===== config.mk =====
export PLATFORM = sky130hd
export DESIGN_NAME = edf_periodic_task_dispatcher
export DESIGN_NICKNAME = d
export VERILOG_FILES = /design/src/rtl/core/edfd_pkg.sv /design/src/rtl/core/edf_periodic_task_dispatcher.sv /design/src/rtl/core/edfd_front.sv /design/src/rtl/core/edfd_back.sv
export SDC_FILE = /design/constraint.sdc
export NUM_CORES = 2
export LEC_CHECK = 0
export BUFFER_PORTS_ARGS = -buffer_cell sky130_fd_sc_hd__buf_4
export CORE_MARGIN = 1.5
export CORE_UTILIZATION = 50
export CTS_BUF_LIST = sky130_fd_sc_hd__clkbuf_8
export DETAILED_ROUTE_END_ITERATION = 8
export PLACE_DENSITY = 0.68
export REMOVE_ABC_BUFFERS = 1
export SLEW_MARGIN = 20
export SYNTH_ARGS = -nofsm -noshare
export SYNTH_HDL_FRONTEND = slang
export SYNTH_HIERARCHICAL = 1
export SYNTH_SLANG_ARGS = --single-unit

===== constraint.sdc =====
create_clock -name clk -period 7.5 [get_ports clk]
set_input_delay 1.5 -clock clk [delete_from_list [all_inputs] [get_ports clk]]
set_output_delay 1.5 -clock clk [all_outputs]
set_load 0.01 [all_outputs]

===== src/rtl/core/edfd_pkg.sv =====
// shared types and constants for the edf periodic task dispatcher
`default_nettype none

package edfd_pkg;

	localparam int TASK_SLOTS = 16;
	localparam int TIME_BITS  = 32;
	localparam int SLOT_BITS  = $clog2(TASK_SLOTS);
	localparam int CNT_BITS   = $clog2(TASK_SLOTS + 1);
	localparam int REL_BITS   = TIME_BITS + 1;
	localparam int FIELD_BITS = 16;
	localparam int QUEUE_DEPTH = 2;
	localparam int QPTR_BITS  = $clog2(QUEUE_DEPTH);
	localparam int QCNT_BITS  = $clog2(QUEUE_DEPTH + 1);

	typedef enum logic {
		OP_LOAD = 1'b0,
		OP_TICK = 1'b1
	} op_t;

	typedef struct packed {
		op_t                   op;
		logic [SLOT_BITS-1:0]  slot;
		logic [FIELD_BITS-1:0] exec;
		logic [FIELD_BITS-1:0] period;
		logic [FIELD_BITS-1:0] arrival;
	} item_t;

	typedef struct packed {
		logic  valid;
		item_t item;
	} queue_head_t;

endpackage

`default_nettype wire


===== src/rtl/core/edf_periodic_task_dispatcher.sv =====
// edf periodic task dispatcher top level: config register, front queue, scan engine
// load beat: leaves the queue in the same cycle as it writes its slot
// tick beat: scans up to 16 active slots, drains, then finishes; with none, straight to finish
// a two entry input queue lets new beats arrive while a tick is scanned
// the result register holds a finished beat while the next item is taken
// reset clears time, remaining work, slot count, queue and result valid; slot tables stay unset
`default_nettype none

module edf_periodic_task_dispatcher
	import edfd_pkg::*;
(
	input  wire logic                  clk,
	input  wire logic                  arst_n,
	input  wire logic                  cfg_wr_en,
	input  wire logic [CNT_BITS-1:0]   cfg_wr_data,
	input  wire logic                  in_valid,
	output logic                       in_stall,
	input  wire logic                  action,
	input  wire logic [SLOT_BITS-1:0]  slot_index,
	input  wire logic [FIELD_BITS-1:0] exec_time,
	input  wire logic [FIELD_BITS-1:0] task_period,
	input  wire logic [FIELD_BITS-1:0] first_arrival,
	output logic                       out_valid,
	input  wire logic                  out_stall,
	output logic [CNT_BITS-1:0]        running_task,
	output logic [TIME_BITS-1:0]       tick_time,
	output logic [REL_BITS-1:0]        chosen_deadline
);

	logic [CNT_BITS-1:0] active_count_q;
	queue_head_t         head;
	logic                pop;

	always_ff @(posedge clk or negedge arst_n) begin
		if (!arst_n) begin
			active_count_q <= '0;
		end else if (cfg_wr_en) begin
			active_count_q <= cfg_wr_data;
		end
	end

	edfd_front u_front (
		.clk           (clk),
		.arst_n        (arst_n),
		.in_valid      (in_valid),
		.in_stall      (in_stall),
		.action        (action),
		.slot_index    (slot_index),
		.exec_time     (exec_time),
		.task_period   (task_period),
		.first_arrival (first_arrival),
		.head          (head),
		.pop           (pop)
	);

	edfd_back u_back (
		.clk             (clk),
		.arst_n          (arst_n),
		.active_count    (active_count_q),
		.head            (head),
		.pop             (pop),
		.out_valid       (out_valid),
		.out_stall       (out_stall),
		.running_task    (running_task),
		.tick_time       (tick_time),
		.chosen_deadline (chosen_deadline)
	);

endmodule

`default_nettype wire


===== src/rtl/core/edfd_front.sv =====
// front end: accepts input beats, decodes the action and queues them
`default_nettype none

module edfd_front
	import edfd_pkg::*;
(
	input  wire logic                  clk,
	input  wire logic                  arst_n,
	input  wire logic                  in_valid,
	output logic                       in_stall,
	input  wire logic                  action,
	input  wire logic [SLOT_BITS-1:0]  slot_index,
	input  wire logic [FIELD_BITS-1:0] exec_time,
	input  wire logic [FIELD_BITS-1:0] task_period,
	input  wire logic [FIELD_BITS-1:0] first_arrival,
	output queue_head_t                head,
	input  wire logic                  pop
);

	item_t                entry_q [QUEUE_DEPTH];
	logic [QPTR_BITS-1:0] wr_ptr_q;
	logic [QPTR_BITS-1:0] rd_ptr_q;
	logic [QCNT_BITS-1:0] count_q;
	logic                 push;
	logic                 do_pop;
	item_t                decoded;

	always_comb begin
		decoded.op      = action ? OP_TICK : OP_LOAD;
		decoded.slot    = slot_index;
		decoded.exec    = exec_time;
		decoded.period  = task_period;
		decoded.arrival = first_arrival;
	end

	assign in_stall   = (count_q == QCNT_BITS'(QUEUE_DEPTH));
	assign push       = in_valid && !in_stall;
	assign do_pop     = pop && (count_q != '0);
	assign head.valid = (count_q != '0);
	assign head.item  = entry_q[rd_ptr_q];

	always_ff @(posedge clk) begin
		if (push) begin
			entry_q[wr_ptr_q] <= decoded;
		end
	end

	always_ff @(posedge clk or negedge arst_n) begin
		if (!arst_n) begin
			wr_ptr_q <= '0;
			rd_ptr_q <= '0;
			count_q  <= '0;
		end else begin
			if (push) begin
				wr_ptr_q <= wr_ptr_q + 1'b1;
			end
			if (do_pop) begin
				rd_ptr_q <= rd_ptr_q + 1'b1;
			end
			if (push && !do_pop) begin
				count_q <= count_q + 1'b1;
			end else if (!push && do_pop) begin
				count_q <= count_q - 1'b1;
			end
		end
	end

endmodule

`default_nettype wire


===== src/rtl/core/edfd_back.sv =====
// back end: slot table, release and earliest deadline scan, result register
`default_nettype none

module edfd_back
	import edfd_pkg::*;
(
	input  wire logic                 clk,
	input  wire logic                 arst_n,
	input  wire logic [CNT_BITS-1:0]  active_count,
	input  wire queue_head_t          head,
	output logic                      pop,
	output logic                      out_valid,
	input  wire logic                 out_stall,
	output logic [CNT_BITS-1:0]       running_task,
	output logic [TIME_BITS-1:0]      tick_time,
	output logic [REL_BITS-1:0]       chosen_deadline
);

	typedef enum logic [1:0] {
		ST_IDLE,
		ST_SCAN,
		ST_DRAIN,
		ST_FINISH
	} state_t;

	state_t                state_q;
	logic [FIELD_BITS-1:0] work_q   [TASK_SLOTS];
	logic [FIELD_BITS-1:0] exec_q   [TASK_SLOTS];
	logic [FIELD_BITS-1:0] period_q [TASK_SLOTS];
	logic [REL_BITS-1:0]   rel_q    [TASK_SLOTS];
	logic [TIME_BITS-1:0]  time_q;
	logic [SLOT_BITS-1:0]  idx_q;
	logic [CNT_BITS-1:0]   n_q;
	logic [CNT_BITS-1:0]   n_clamped;
	logic                  found_q;
	logic [SLOT_BITS-1:0]  best_q;
	logic [REL_BITS-1:0]   best_dl_q;
	logic                  valid_s1;
	logic                  pend_s1;
	logic [SLOT_BITS-1:0]  idx_s1;
	logic [REL_BITS-1:0]   rel_s1;
	logic                  out_valid_q;
	logic [CNT_BITS-1:0]   running_q;
	logic [TIME_BITS-1:0]  tick_time_q;
	logic [REL_BITS-1:0]   deadline_q;

	logic                  rd_release;
	logic [REL_BITS-1:0]   rd_rel_new;
	logic [FIELD_BITS-1:0] rd_work_new;
	logic                  scan_last;
	logic                  out_free;
	logic                  do_load;
	logic                  do_finish;

	assign n_clamped = (active_count > CNT_BITS'(TASK_SLOTS)) ?
		CNT_BITS'(TASK_SLOTS) : active_count;

	// release check on the slot under the scan pointer
	assign rd_release  = (rel_q[idx_q] == {1'b0, time_q});
	assign rd_rel_new  = rd_release ?
		(rel_q[idx_q] + REL_BITS'(period_q[idx_q])) : rel_q[idx_q];
	assign rd_work_new = rd_release ? exec_q[idx_q] : work_q[idx_q];
	assign scan_last   = ({1'b0, idx_q} == (n_q - 1'b1));

	assign out_free  = !out_valid_q || !out_stall;
	assign do_load   = (state_q == ST_IDLE) && head.valid && (head.item.op == OP_LOAD);
	assign do_finish = (state_q == ST_FINISH) && out_free;
	assign pop       = (state_q == ST_IDLE) && head.valid;

	assign out_valid       = out_valid_q;
	assign running_task    = running_q;
	assign tick_time       = tick_time_q;
	assign chosen_deadline = deadline_q;

	// slot tables without reset
	always_ff @(posedge clk) begin
		if (do_load) begin
			exec_q[head.item.slot]   <= head.item.exec;
			period_q[head.item.slot] <= head.item.period;
			rel_q[head.item.slot]    <= REL_BITS'(head.item.arrival);
		end else if (state_q == ST_SCAN) begin
			rel_q[idx_q] <= rd_rel_new;
		end
	end

	always_ff @(posedge clk or negedge arst_n) begin
		if (!arst_n) begin
			for (int i = 0; i < TASK_SLOTS; i++) begin
				work_q[i] <= '0;
			end
		end else begin
			if (do_load) begin
				work_q[head.item.slot] <= '0;
			end else if (state_q == ST_SCAN) begin
				work_q[idx_q] <= rd_work_new;
			end else if (do_finish && found_q) begin
				work_q[best_q] <= work_q[best_q] - 1'b1;
			end
		end
	end

	// scan pipeline stage
	always_ff @(posedge clk) begin
		idx_s1  <= idx_q;
		rel_s1  <= rd_rel_new;
		pend_s1 <= (rd_work_new != '0);
	end

	always_ff @(posedge clk) begin
		if (do_finish) begin
			running_q   <= found_q ? (CNT_BITS'(best_q) + 1'b1) : '0;
			tick_time_q <= time_q;
			deadline_q  <= found_q ? best_dl_q : '0;
		end
	end

	always_ff @(posedge clk or negedge arst_n) begin
		if (!arst_n) begin
			state_q     <= ST_IDLE;
			time_q      <= '0;
			idx_q       <= '0;
			n_q         <= '0;
			found_q     <= 1'b0;
			best_q      <= '0;
			best_dl_q   <= '0;
			valid_s1    <= 1'b0;
			out_valid_q <= 1'b0;
		end else begin
			valid_s1 <= (state_q == ST_SCAN);
			if (out_free) begin
				out_valid_q <= do_finish;
			end
			if (valid_s1 && pend_s1 && (!found_q || (rel_s1 < best_dl_q))) begin
				found_q   <= 1'b1;
				best_q    <= idx_s1;
				best_dl_q <= rel_s1;
			end
			unique case (state_q)
				ST_IDLE: begin
					if (head.valid && (head.item.op == OP_TICK)) begin
						idx_q   <= '0;
						n_q     <= n_clamped;
						found_q <= 1'b0;
						state_q <= (n_clamped == '0) ? ST_FINISH : ST_SCAN;
					end
				end
				ST_SCAN: begin
					idx_q <= idx_q + 1'b1;
					if (scan_last) begin
						state_q <= ST_DRAIN;
					end
				end
				ST_DRAIN: begin
					state_q <= ST_FINISH;
				end
				ST_FINISH: begin
					if (out_free) begin
						if (time_q != '1) begin
							time_q <= time_q + 1'b1;
						end
						state_q <= ST_IDLE;
					end
				end
				default: begin
					state_q <= ST_IDLE;
				end
			endcase
		end
	end

endmodule

`default_nettype wire

==> impl_results.md <==
* Most common cell in the netlist: edfxtp_1
* Status: finished, final reports clean
* Leakage power at 27.7 nW
* Register area at between 0.04 and 0.05 mm^2
* First-pass detailed-route iteration total at 7
* Vias per inst at 6.55
* Routability Congestion at 0.969
* Final worst path period need at about 6300 ps
* Post-cts hold buffer count at 0
* Clk buf depth at 4
* Synthesized flop and latch total at 1,602
* Worst-Margin Slew at 1290 ps
* Critical path launch point type: flop
* Clk pin slew, worst setup/hold paths at 60 ps
* All-Layer GR Usage at 0.284
* GR Overflow Total at 0
* EDFF count, synth at 1,216
* Synth warnings at 6
* Largest net degree at the start of global routing at 129
* Final design utilization at 0.564
* PnR Total Power at about 34 mW
* Nets@finish at approximately 4,600
* Maximum level of the CTS H-tree at 5
* Max Fclk at around 160 MHz
* Dominant synthesized flop cell: edfxtp_1
* # DRC at 0
* Antenna violations before repair at 7
* Total die area at 0.143 mm^2
* Max Slew Vio Count at 0
* Cells after Synth at 4,252
* Initial Utilization at 0.504
* Clock Sinks at 1,602
* Detailed Route WL at between 200,000 and 250,000 um
* Port Buffers at 134
* Min-Delay Path Class: reg -> reg
* RSZ-0062 raised after global routing: no
* Rows at 137
* Antenna Nets Post-Route at 0
* Layout cell share with drive strength beyond 1 at 0.267
* Worst EP required at 8140 ps
* Critical path fanouts, max at 62
* Via count at 43,000
* Ys async rst share at 0.217
* Slew HR at 0.134
* Power Density at about 430 mW/mm^2
* Post-synthesis sequential area ratio at 0.654
* Layout Skew at 58.8 ps
* Post-cts resize count at 0
* Top cell type's share of synthesized area at 0.519
* Final setup violating endpoints at 0
* VDD IR max at a little under 0.3 mV
* Area of the multi-input gates at between 0.02 and 0.025 mm^2
* Core Region at 0.140 mm^2
* Initial drt markers at 6,006
* Post-CTS Setup Repair Bufs at 0
* Number of global-route vias before repair at 42,500
* Synth cell types at 84
* Fill cell count at 10,700
* CTS Root Cell: clkbuf_8
* Drt wl/cell at roughly 31 um
* First-pass GRT wire length at 292,000 um
* Skew-Pair Late Insertion Delay at 1020 ps
* CTS tree: built
* Synthesized cell area at between 0.07 and 0.08 mm^2
* Part of the cycle the worst path needs at 0.841
* Layout area overhead at 11.9%
* Largest area contributor in the netlist: edfxtp_1
* Die height at 378 um
* Top post-synthesis cells by count: edfxtp_1 (1,216), mux4_2 (444), dfrtp_1 (348)
* Die width at 378 um
* CP arrival at 6950 ps
* Post-Route Setup TNS at 0 ps
* Max Cap Viol at 0
* Worst setup path category: reg -> reg
* Endpoints failing hold at 0
* Critical path endpoint category: flop
* Post-DP HPWL at approximately 120,000 um
* Fin cells at 6,574
* Dominant cells by area after synthesis: edfxtp_1 (52%), mux4_2 (14%), dfrtp_1 (12%)
* Inst Count DP at 6,097
* Num CTS Buffers at 279
* # IOs at 135
* Syn avg cell area at 16.5 um^2
==> layer usage <==
layer / global-route usage / routed length [um]
met5: 0.00103 / 11
met4: 0.111 / 7340
met3: 0.0738 / 22100
met2: 0.431 / 93600
met1: 0.395 / 79500
==> area by class of cell <==
class,instances,area share
antenna,3,0.0000953
clock buffer,309,0.0540
multi-input combinational,2307,0.293
inverter,64,0.00308
clock inverter,164,0.0103
tap,1876,0.0298
sequential,1602,0.584
timing repair buffer,249,0.0251
==> cells by family after synthesis <==
group,share of synthesized area
fa+ha+maj,0.0117
mux,0.181
compound gates,0.0624
flops,0.654
xor+xnor,0.0139
buf+inv,0.0224
simple gates,0.0546
==> power breakdown <==
group / internal [mW] / total [mW] / leakage, nW / switching (mW)
clock network: 3.93 / 7.39 / 2.93 / 3.46
registers: 12.0 / 13.1 / 16.0 / 1.11
logic: 5.07 / 13.6 / 8.81 / 8.55
total: 21.0 / 34.2 / 27.7 / 13.1
==> worst max-delay path: stages (launching register included) <==
cell and delay, ps:
dfrtp_4 1050, inv_4 470, nand2_1 640, o22ai_1 150, a31oi_1 400, ha_1 370
o21ai_0 120, o21ai_0 140, a2111oi_0 710, o31ai_1 250, o31ai_1 400, a21boi_0 220
mux2_2 190, nor2_1 90, nor2_1 740
==> sequential cells by signal, indices dropped and copies added, names as in the netlist, 33 cells and up <==
name	cells
u_back/rel_q	528
u_back/exec_q	256
u_back/period_q	256
u_back/work_q	256
u_front/entry_q	106
u_back/best_dl_q	33
u_back/chosen_deadline	33
u_back/rel_s1	33
==> path summary, 6_finish.rpt <==
kind	from	depth (start not counted)	slack [ps]	to
min in group asynchronous	arst_n	1	500	u_back/work_q[125]
max	u_back/idx_q[3]	14	1190	u_back/rel_q[4][13]
max reg2reg	u_back/idx_q[3]	14	1190	u_back/rel_q[4][13]
min reg2reg	u_back/idx_s1[2]	1	470	u_back/best_q[2]
min	u_back/idx_s1[2]	1	470	u_back/best_q[2]
max in group asynchronous	arst_n	2	5550	u_back/idx_q[0]
==> per-stage QoR <==
stage	setup slack, ps	hold slack, ps	instance area, um^2
floorplan	-10230	439	69000
global placement	1390	440	73600
detailed placement	1150	454	73600
CTS	1160	464	78700
global route	707	475	78700
finish	1190	470	78800
==> cells in the final DEF, fill, tap and decap left out, types with 73 or more instances in the layout <==
cell type and count:
xnor2_1 74, inv_1 149, edfxtp_1 1216, mux2i_1 95
mux2_2 73, clkbuf_8 309, nand2_1 302, a21oi_1 108
nor2_1 213, buf_4 239, o221ai_1 179, dfrtp_1 340
a22oi_1 86, o21ai_0 105, mux4_2 444
Power figures use the tool's default switching activity.
